## config.mk

```make
export PLATFORM = sky130hd
export DESIGN_NAME = pnm_header_parser
export DESIGN_NICKNAME = d
export VERILOG_FILES = /design/src/rtl/pnm_hdr_pkg.sv /design/src/rtl/pnm_header_parser.sv
export SDC_FILE = /design/constraint.sdc
export NUM_CORES = 1
export LEC_CHECK = 0
export BUFFER_PORTS_ARGS = -buffer_cell sky130_fd_sc_hd__buf_2
export CAP_MARGIN = 5
export CORE_MARGIN = 1
export CORE_UTILIZATION = 29
export DETAILED_ROUTE_END_ITERATION = 10
export RECOVER_POWER = 25
export SYNTH_ARGS = -nofsm -noshare
export SYNTH_HDL_FRONTEND = slang
export SYNTH_SLANG_ARGS = --single-unit
```

## constraint.sdc

```tcl
create_clock -name clock -period 8.43 [get_ports clock]
set_input_delay 1.686 -clock clock [delete_from_list [all_inputs] [get_ports clock]]
set_output_delay 1.686 -clock clock [all_outputs]
set_load 0.005 [all_outputs]
```

## src/rtl/pnm_hdr_pkg.sv

```systemverilog
// Shared types, character codes and helpers for the PNM header parser.
package pnm_hdr_pkg;

   localparam int NUMBER_BITS = 31;   // header number register width, 8..31
   localparam int DIM_BITS = 31;      // width of the reported image dimensions

   localparam logic [NUMBER_BITS-1:0] NUM_MASK = '1;
   localparam logic [NUMBER_BITS-1:0] NUM_LIMIT =
      (NUM_MASK - NUMBER_BITS'(9)) / NUMBER_BITS'(10);
   localparam logic [NUMBER_BITS-1:0] MAXVAL_LIMIT = NUMBER_BITS'(255);
   localparam logic [NUMBER_BITS-1:0] DECIMAL_BASE = NUMBER_BITS'(10);

   localparam logic [7:0] CH_HASH    = 8'h23;
   localparam logic [7:0] CH_P       = 8'h50;
   localparam logic [7:0] CH_ZERO    = 8'h30;
   localparam logic [7:0] CH_ONE     = 8'h31;
   localparam logic [7:0] CH_FIVE    = 8'h35;
   localparam logic [7:0] CH_SIX     = 8'h36;
   localparam logic [7:0] CH_NINE    = 8'h39;
   localparam logic [7:0] CH_NEWLINE = 8'h0A;
   localparam logic [7:0] CH_SPACE   = 8'h20;
   localparam logic [7:0] CH_TAB     = 8'h09;
   localparam logic [7:0] CH_CR      = 8'h0D;

   typedef enum logic [1:0] {
      ST_HEADER = 2'd0,
      ST_PIXEL  = 2'd1,
      ST_FAILED = 2'd2,
      ST_DONE   = 2'd3
   } status_type;

   typedef enum logic [2:0] {
      ERR_NONE    = 3'd0,
      ERR_NOT_PNM = 3'd1,
      ERR_FORMAT  = 3'd2,
      ERR_HEADER  = 3'd3,
      ERR_MAXVAL  = 3'd4,
      ERR_TRUNC   = 3'd5
   } error_type;

   typedef struct packed {
      status_type          status;
      logic [7:0]          pixel_byte;
      logic                last_pixel;
      error_type           error_code;
      logic [DIM_BITS-1:0] image_width;
      logic [DIM_BITS-1:0] image_height;
      logic [1:0]          channel_count;
   } result_type;

   function automatic logic is_space(input logic [7:0] c);
      return (c == CH_SPACE) || ((c >= CH_TAB) && (c <= CH_CR));
   endfunction

   function automatic logic is_digit(input logic [7:0] c);
      return (c >= CH_ZERO) && (c <= CH_NINE);
   endfunction

endpackage

```

## src/rtl/pnm_header_parser.sv

```systemverilog
// Binary PNM (P5/P6) header parser: checks and decodes the header, then passes the image bytes.
// Takes one file byte per clock while req_stall is low and returns one registered result per byte.
// Every item is handled in a single pass of short logic from the parser state to a result
// register; a one-entry skid stage behind that register lets req_stall come straight from a
// flop, so a new item is taken each cycle as long as results are drained. The image byte
// count is tracked by channel, column and row counters rather than a width*height product;
// the last pixel is flagged when all three reach their ends. Failures are sticky until an
// item with start_of_file. No clearing pass or warm-up after reset.
module pnm_header_parser
   import pnm_hdr_pkg::*;
(
   input  logic                clock,
   input  logic                reset,
   input  logic                req_valid,
   output logic                req_stall,
   input  logic                req_start_of_file,
   input  logic                req_end_of_stream,
   input  logic [7:0]          req_data_byte,
   output logic                rsp_valid,
   input  logic                rsp_stall,
   output logic [1:0]          rsp_status,
   output logic [7:0]          rsp_pixel_byte,
   output logic                rsp_last_pixel,
   output logic [2:0]          rsp_error_code,
   output logic [DIM_BITS-1:0] rsp_image_width,
   output logic [DIM_BITS-1:0] rsp_image_height,
   output logic [1:0]          rsp_channel_count
);

   typedef enum logic [2:0] {
      PH_MAGIC,
      PH_FORMAT,
      PH_SEP,
      PH_FIELD,
      PH_DATA,
      PH_DONE,
      PH_FAILED
   } phase_type;

   phase_type              phase_ff, phase_in, phase_cur;
   logic                   comment_ff, comment_in, comment_cur;
   logic                   five_ff, five_in, five_cur;      // format is '5'
   logic                   fmt_ok_ff, fmt_ok_in, fmt_ok_cur; // format is '5' or '6'
   logic [1:0]             field_ff, field_in, field_cur;
   logic                   seen_ff, seen_in, seen_cur;
   logic [NUMBER_BITS-1:0] num_ff, num_in;
   logic [NUMBER_BITS-1:0] width_ff, width_in;
   logic [NUMBER_BITS-1:0] height_ff, height_in;
   logic [1:0]             chan_ff, chan_in;
   logic [NUMBER_BITS-1:0] col_ff, col_in;
   logic [NUMBER_BITS-1:0] row_ff, row_in;
   error_type              err_ff, err_in;

   result_type             out_ff, skid_ff, result;
   logic                   out_valid_ff, skid_valid_ff;

   logic                   accept, take;
   logic                   last;
   logic                   pixel;
   logic                   hdr_done;
   logic [1:0]             chan_max;
   logic [7:0]             c;
   logic [NUMBER_BITS-1:0] digit_val;

   assign accept = req_valid && !req_stall;
   assign take = out_valid_ff && !rsp_stall;
   assign c = req_data_byte;
   assign digit_val = NUMBER_BITS'(c - CH_ZERO);

   always_comb begin
      // start_of_file behaves as a reset applied just before this byte
      phase_cur   = req_start_of_file ? PH_MAGIC : phase_ff;
      comment_cur = req_start_of_file ? 1'b0 : comment_ff;
      five_cur    = req_start_of_file ? 1'b0 : five_ff;
      fmt_ok_cur  = req_start_of_file ? 1'b0 : fmt_ok_ff;
      field_cur   = req_start_of_file ? 2'd0 : field_ff;
      seen_cur    = req_start_of_file ? 1'b0 : seen_ff;

      phase_in   = phase_cur;
      comment_in = comment_cur;
      five_in    = five_cur;
      fmt_ok_in  = fmt_ok_cur;
      field_in   = field_cur;
      seen_in    = seen_cur;
      num_in     = num_ff;
      width_in   = width_ff;
      height_in  = height_ff;
      chan_in    = chan_ff;
      col_in     = col_ff;
      row_in     = row_ff;
      err_in     = err_ff;
      last       = 1'b0;
      pixel      = 1'b0;
      chan_max   = five_cur ? 2'd0 : 2'd2;

      if (phase_cur == PH_DATA) begin
         if (req_end_of_stream) begin
            phase_in = PH_FAILED;
            err_in = ERR_TRUNC;
         end else begin
            pixel = 1'b1;
            if (chan_ff == chan_max) begin
               chan_in = 2'd0;
               if (col_ff == width_ff - NUMBER_BITS'(1)) begin
                  col_in = '0;
                  row_in = row_ff + NUMBER_BITS'(1);
                  if (row_ff == height_ff - NUMBER_BITS'(1)) begin
                     last = 1'b1;
                     phase_in = PH_DONE;
                  end
               end else begin
                  col_in = col_ff + NUMBER_BITS'(1);
               end
            end else begin
               chan_in = chan_ff + 2'd1;
            end
         end
      end else if (phase_cur == PH_DONE || phase_cur == PH_FAILED) begin
         // sticky
      end else if (phase_cur == PH_FORMAT) begin
         if (!req_end_of_stream && c >= CH_ONE && c <= CH_SIX) begin
            five_in = (c == CH_FIVE);
            fmt_ok_in = (c == CH_FIVE) || (c == CH_SIX);
            phase_in = PH_SEP;
         end else begin
            phase_in = PH_FAILED;
            err_in = ERR_NOT_PNM;
         end
      end else if (req_end_of_stream) begin
         phase_in = PH_FAILED;
         err_in = (phase_cur == PH_FIELD) ? ERR_HEADER : ERR_NOT_PNM;
      end else if (comment_cur) begin
         if (c == CH_NEWLINE) begin
            comment_in = 1'b0;
         end
      end else if (c == CH_HASH) begin
         comment_in = 1'b1;
      end else if (phase_cur == PH_MAGIC) begin
         if (c == CH_P) begin
            phase_in = PH_FORMAT;
         end else begin
            phase_in = PH_FAILED;
            err_in = ERR_NOT_PNM;
         end
      end else if (phase_cur == PH_SEP) begin
         if (!is_space(c)) begin
            phase_in = PH_FAILED;
            err_in = ERR_NOT_PNM;
         end else if (!fmt_ok_cur) begin
            phase_in = PH_FAILED;
            err_in = ERR_FORMAT;
         end else begin
            phase_in = PH_FIELD;
         end
      end else if (!seen_cur) begin
         if (is_digit(c)) begin
            seen_in = 1'b1;
            num_in = digit_val;
         end else if (!is_space(c)) begin
            phase_in = PH_FAILED;
            err_in = ERR_HEADER;
         end
      end else if (is_digit(c)) begin
         if (num_ff > NUM_LIMIT) begin
            phase_in = PH_FAILED;
            err_in = ERR_HEADER;
         end else begin
            num_in = NUMBER_BITS'(num_ff * DECIMAL_BASE) + digit_val;
         end
      end else if (!is_space(c)) begin
         phase_in = PH_FAILED;
         err_in = ERR_HEADER;
      end else if (field_cur == 2'd2) begin
         // maxval complete: header ends here
         if (num_ff > MAXVAL_LIMIT) begin
            phase_in = PH_FAILED;
            err_in = ERR_MAXVAL;
         end else if (width_ff == '0 || height_ff == '0) begin
            phase_in = PH_FAILED;
            err_in = ERR_TRUNC;
         end else begin
            phase_in = PH_DATA;
            chan_in = 2'd0;
            col_in = '0;
            row_in = '0;
         end
      end else begin
         if (field_cur == 2'd0) begin
            width_in = num_ff;
         end else begin
            height_in = num_ff;
         end
         field_in = field_cur + 2'd1;
         num_in = '0;
         seen_in = 1'b0;
      end

      hdr_done = (phase_in == PH_DATA) || (phase_in == PH_DONE) ||
                 (phase_in == PH_FAILED && err_in == ERR_TRUNC);

      if (phase_in == PH_FAILED) begin
         result.status = ST_FAILED;
      end else if (phase_in == PH_DONE && !last) begin
         result.status = ST_DONE;
      end else if (pixel) begin
         result.status = ST_PIXEL;
      end else begin
         result.status = ST_HEADER;
      end
      result.pixel_byte    = pixel ? c : 8'd0;
      result.last_pixel    = last;
      result.error_code    = (phase_in == PH_FAILED) ? err_in : ERR_NONE;
      result.image_width   = hdr_done ? DIM_BITS'(width_in) : '0;
      result.image_height  = hdr_done ? DIM_BITS'(height_in) : '0;
      result.channel_count = five_in ? 2'd1 : 2'd3;
   end

   always_ff @(posedge clock) begin
      if (reset) begin
         phase_ff      <= PH_MAGIC;
         comment_ff    <= 1'b0;
         five_ff       <= 1'b0;
         fmt_ok_ff     <= 1'b0;
         field_ff      <= 2'd0;
         seen_ff       <= 1'b0;
         err_ff        <= ERR_NONE;
         out_valid_ff  <= 1'b0;
         skid_valid_ff <= 1'b0;
      end else begin
         if (accept) begin
            phase_ff   <= phase_in;
            comment_ff <= comment_in;
            five_ff    <= five_in;
            fmt_ok_ff  <= fmt_ok_in;
            field_ff   <= field_in;
            seen_ff    <= seen_in;
            err_ff     <= err_in;
         end
         // skid holds an item only while the output register is full
         if (skid_valid_ff) begin
            if (take) begin
               out_valid_ff  <= 1'b1;
               skid_valid_ff <= 1'b0;
            end
         end else if (accept) begin
            if (!out_valid_ff || take) begin
               out_valid_ff <= 1'b1;
            end else begin
               skid_valid_ff <= 1'b1;
            end
         end else if (take) begin
            out_valid_ff <= 1'b0;
         end
      end
      if (accept) begin
         num_ff    <= num_in;
         width_ff  <= width_in;
         height_ff <= height_in;
         chan_ff   <= chan_in;
         col_ff    <= col_in;
         row_ff    <= row_in;
      end
      if (skid_valid_ff) begin
         if (take) begin
            out_ff <= skid_ff;
         end
      end else if (accept) begin
         if (!out_valid_ff || take) begin
            out_ff <= result;
         end else begin
            skid_ff <= result;
         end
      end
   end

   assign req_stall         = skid_valid_ff;
   assign rsp_valid         = out_valid_ff;
   assign rsp_status        = out_ff.status;
   assign rsp_pixel_byte    = out_ff.pixel_byte;
   assign rsp_last_pixel    = out_ff.last_pixel;
   assign rsp_error_code    = out_ff.error_code;
   assign rsp_image_width   = out_ff.image_width;
   assign rsp_image_height  = out_ff.image_height;
   assign rsp_channel_count = out_ff.channel_count;

endmodule
```

# Word level (Yosys, flattened, before mapping)
# Cells that the tools add are included.
classes:
  magnitude_cmp: 8
  mul: 1
  mux: 192
  n_reduce_logical: 39
  eq_ne: 37
  add_sub_neg: 8
  n_bitwise: 10
op_table:
  columns: ["cell", "n"]
  rows:
  - ["2-to-1 mux 31 bit", 55]
  - ["2-to-1 mux 78 bit", 4]
  - ["2-to-1 mux 3 bit", 47]
  - ["2-to-1 mux 2 bit", 36]
  - ["adder 31 x 1 -> 31 bit, second input constant", 2]
  - ["equality test 31 bit", 2]
  - ["logical NOT 31 bit", 2]
  - ["subtractor 31 x 1 -> 31 bit, second input constant", 2]
  - ["2-to-1 mux 1 bit", 49]
  - ["equality test 8 x 6 -> 1 bit, second input constant", 4]
  - ["adder 31 bit", 1]
  - ["> comparator 31 x 28 -> 1 bit, second input constant", 1]
  - ["> comparator 31 x 8 -> 1 bit, second input constant", 1]
  - ["multiplier 31 x 3 -> 30 bit, second input constant", 1]
  - ["equality test 3 bit, second input constant", 7]
  - ["!= test 2 bit, second input constant", 10]
  - ["AND reduction 17 bit", 1]
  - ["greater-or-equal comparator 8 x 6 -> 1 bit, second input constant", 2]
  - ["<= comparator 8 x 6 -> 1 bit, second input constant", 2]
  - ["AND reduction 16 bit", 1]
  - ["nonzero test 2 bit", 8]
  - ["AND reduction 15 bit", 1]
  - ["AND reduction 13 bit", 1]
  - ["inverter 1 bit", 10]
  - ["other kinds (21)", 45]
totals:
  input_bits: 14
  register_bits: 327

# Longest topological paths before layout
logic_depth:
  word_depth: 23
  depth_mapped: 22
  depth_no_buf: 22

# Worst setup path after synthesis
# Ideal clock, no wire load.
synth_timing:
  path_type: "input port to flip-flop"
  start: "input port req_valid"
  end: "register out_ff, in the netlist rsp_channel_count[1], enable pin"
  path_stages: 6
  setup_ns: 0.537
  setup_slack_ns: 0.120
  path_buffers: 2
  arrival_time_ns: 7.773
  path_cell_list: "nand2b_1 clkbuf_1 inv_1 clkbuf_1 a21oi_1 a21oi_1"
synth_between:
  elab_chain_len: 3
synth_lines:
  columns: ["element", "line_no", "source"]
  rows:
  - ["start: declaration", "pnm_header_parser.sv:14", "input logic req_valid,"]
  - ["logical AND 1 bit", "pnm_header_parser.sv:65", "assign accept = req_valid && !req_stall;"]
  - ["net accept", "pnm_header_parser.sv:57", "logic accept, take;"]
  - ["nonzero test 2 bit (no line)", null, null]
  - ["AND reduction 3 bit (no line)", null, null]
  - ["end signal: assignment", "pnm_header_parser.sv:265", "out_ff <= skid_ff;"]
  - ["end signal: assignment", "pnm_header_parser.sv:269", "out_ff <= result;"]
  - ["end: declaration", "pnm_header_parser.sv:54", "result_type out_ff, skid_ff, result;"]
# The timed path passes the listed nets, and every way through them passes these cells.
# A chain may end at the register's enable or synchronous reset.

# Worst setup path after layout
layout_timing:
  start: "input port req_valid"
  end: "register field_ff[0]"
layout_between:
  elab_chain_len: 1
layout_lines:
  columns: ["element", "line_no", "source"]
  rows:
  - ["logical AND 1 bit", "pnm_header_parser.sv:65", null]
  - ["end signal: assignment", "pnm_header_parser.sv:235", "field_ff <= field_in;"]
  - ["end: declaration", "pnm_header_parser.sv:44", "logic [1:0] field_ff, field_in, field_cur;"]
# Every way passes these cells.

==> impl_metrics.csv <==
group,metric,value,unit
die,die-area,71700,sq um
die,initial_core_util,29.3,%
routing,vias_per_cell,5.22,
worst_setup_path,rr_worst_depth,6,
clock_network,clock_path_buffers,3,
cells_and_area,diodes,0,
global_routing,grt_max_degree,74,
pwr,peakVddDrop,124,uV
synth,synthArstFlopShare,0,%
sta,tightest_slew,4260,ps
pwr,p_per_area,172,nW/um^2
routing,drc_errors,0,
clock_network,cts_repair_resize_count,0,
routing,first_iter_violations,1440,
status,violations,"max-capacitance violations, max-slew violations",
global_routing,first_global_vias,15200,
routing,vias,16000,
worst_setup_path,crit_path_end_kind,"flop",
synth,yosysWarnings,0,
synth,syn_area_per_cell,10.0,sq um
sta,worst_slack,2150,ps
die,core_area,69900,sq um
routing,wl_per_cell,19.2,um
global_routing,grt_pass1_wl,90.2,mm
placed_design,place_congestion,0.923,
placed_design,place_inst,3000,
routing,wl,58.9,mm
clock_network,hold_buffers,0,
clock_network,post-cts-setup-buffers,0,
global_routing,track_usage,16.2,%
sta,rsz0062_at_grt,"no",
worst_setup_path,critPathRequiredTime,8850,ps
global_routing,gr-total-overflow,0,
synth,synth.top_cells.by_area,"edfxtp_1 (46%), ha_1 (5.7%), nand2_1 (4.3%)",
cells_and_area,area_delta_synth_final,12.1,%
pwr,total_power,3.95,mW
worst_setup_path,worstSetupEndpoint,"field_ff[0]$_SDFFE_PP0P_",
die,std_cell_rows,97,
cells_and_area,fin_util,32.8,%
synth,syn-cell-area,20500,sq um
routing,dr.pass1.iters,7,
synth,synthesis.nets,2155,
clock_network,cts_made_buffers,37,
worst_setup_path,worstPathArrival,6700,ps
sta,finalSetupTns,0,ps
worst_setup_path,startpoint,"req_valid",
cells_and_area,fin_nets,2208,
synth,ys_types,85,
sta,slew_headroom,-184,%
clock_network,cts_tree,"yes",
status,status,"finished with violations",
synth,syn_inst,2046,
die,die_h,268,um
clock_network,cts_root_buffer,"clkbuf_16",
sta,setup_viol,0,
cells_and_area,fin_cells,3067,
die,ios,94,
worst_setup_path,crit_path_start_kind,"input pin",
synth,synth_edf_count,311,
sta,fin_crit_sh,74.5,%
synth,synth_top_area_cell,"edfxtp_1",
clock_network,numClockSinks,325,
synth,ys_seq_area_share,47.0,%
worst_setup_path,r2r_slack,2600,ps
sta,holdWs,502,ps
placed_design,post_dp_cell_area,21900,sq um
worst_hold_path,hold_class,"reg -> reg",
placed_design,dp_slack,2510,ps
flow_run,cap_violations,2,
sta,hold_viol,0,
worst_setup_path,r2r-end,"field_ff[0]$_SDFFE_PP0P_",
worst_setup_path,crit_fanout,73,
cells_and_area,design_area,22900,sq um
die,die_x,268,um
placed_design,numPortBuffers,92,
sta,fmax,0.159,GHz
placed_design,dp_hpwl,42.4,mm
routing,ant_nets,0,
cells_and_area,drive_above_1_share,9.87,%
synth,synth-seq-cells,325,
global_routing,antenna_found_initial,5,
sta,drv_slew,113,
worst_setup_path,reg2reg_from,"req_stall$_SDFF_PP0_",
synth,synth_top_area_share,45.6,%
clock_network,clkLatencyLatePin,570,ps
pwr,p_leak,8.16,nW
sta,final.min_clock_period,6280,ps
sta,skew,21.1,ps
clock_network,htreeDepth,2,
worst_setup_path,path_class,"in -> reg",
synth,synthFlopType,"edfxtp_1",
clock_network,clkTransAtPathRegs,60,ps
==> kinds of logic after synthesis <==
logic type,synth area share (%)
compound gates,12.4
xor+xnor,7.87
fa+ha+maj,5.88
buf+inv,3.81
flops,47.0
mux,4.42
other cells,0.0183
simple gates,18.6
==> registers in the layout (all words and copies together) (netlist names), 8 cells and up <==
register / cells
height_ff: 31
col_ff: 31
rsp_image_width: 31
rsp_pixel_byte: 8
rsp_image_height: 31
width_ff: 31
num_ff: 31
row_ff: 31
skid_ff: 77
==> how the worst min path moves through the flow <==
stage	from	to	slack (ps)	cells past startpoint
floorplan	field_ff[1]$_SDFFE_PP0P_	field_ff[1]$_SDFFE_PP0P_	450	2
global placement	five_ff$_SDFFE_PP0P_	five_ff$_SDFFE_PP0P_	490	2
detailed placement	five_ff$_SDFFE_PP0P_	five_ff$_SDFFE_PP0P_	490	2
CTS	five_ff$_SDFFE_PP0P_	five_ff$_SDFFE_PP0P_	500	2
global route	five_ff$_SDFFE_PP0P_	five_ff$_SDFFE_PP0P_	530	2
finish	five_ff$_SDFFE_PP0P_	five_ff$_SDFFE_PP0P_	500	2
==> routing by layer <==
layer | vias to the layer above | wire length [um] | share of wire, % | GRT usage, %
met2 | 503 | 26800 | 45 | 25.6
met3 | 98 | 3740 | 6.3 | 2.68
met4 | 6 | 1580 | 2.7 | 5.27
met1 | 7787 | 26800 | 45 | 22.4
met5 | - | 44 | 0.075 | 0
li1 | 7612 | - | - | -
==> layout by cell type (no fill, tap or decap), types with 9 or more instances in the layout <==
master / n
nor2_1: 224
or2_2: 10
a21oi_1: 84
buf_2: 37
nand3_1: 57
xor2_1: 95
nor3b_1: 11
nor3_1: 64
clkbuf_16: 37
clkbuf_1: 61
mux2_2: 74
edfxtp_1: 311
clkinv_1: 9
or3_1: 15
nand2_1: 235
a211oi_1: 15
nor2b_1: 11
and2_1: 9
dfxtp_1: 14
nor4_1: 25
o211ai_1: 11
ha_1: 93
nand4_1: 37
buf_4: 12
nand2b_1: 12
o21ai_0: 82
inv_1: 92
o31ai_1: 70
xnor2_1: 89
a31oi_1: 18
and3_1: 23
a21o_1: 23
==> worst max-delay path: stages <==
cell and delay [ps]:
clkbuf_1 100, nand2b_1 290, inv_1 420, clkbuf_1 3000, o21ai_0 690, a32oi_1 440
nor2_1 70
==> power breakdown <==
part | internal (mW) | total (mW) | leakage [nW] | switching, mW
Clock | 0.879 | 1.58 | 0.567 | 0.703
Combinational | 0.154 | 0.421 | 4.56 | 0.268
Sequential | 1.87 | 1.95 | 3.03 | 0.0798
Total | 2.90 | 3.95 | 8.16 | 1.05
==> layout make-up <==
cell class,instances,area [sq um]
multi-input cells,1534,10100
inverters,93,349
well taps,940,1180
repair buffers,108,529
fillers,7201,47000
clock buffers,42,945
flip-flops and latches,325,9620
clock inverters,25,209
==> cell usage after synthesis (63+ instances only) <==
library cell,number
a21oi_1,84
clkbuf_1,63
edfxtp_1,311
ha_1,93
inv_1,92
mux2_2,74
nand2_1,235
nor2_1,224
nor3_1,65
o21ai_0,83
o31ai_1,70
xnor2_1,89
xor2_1,95
Power figures use the tool's default switching activity.
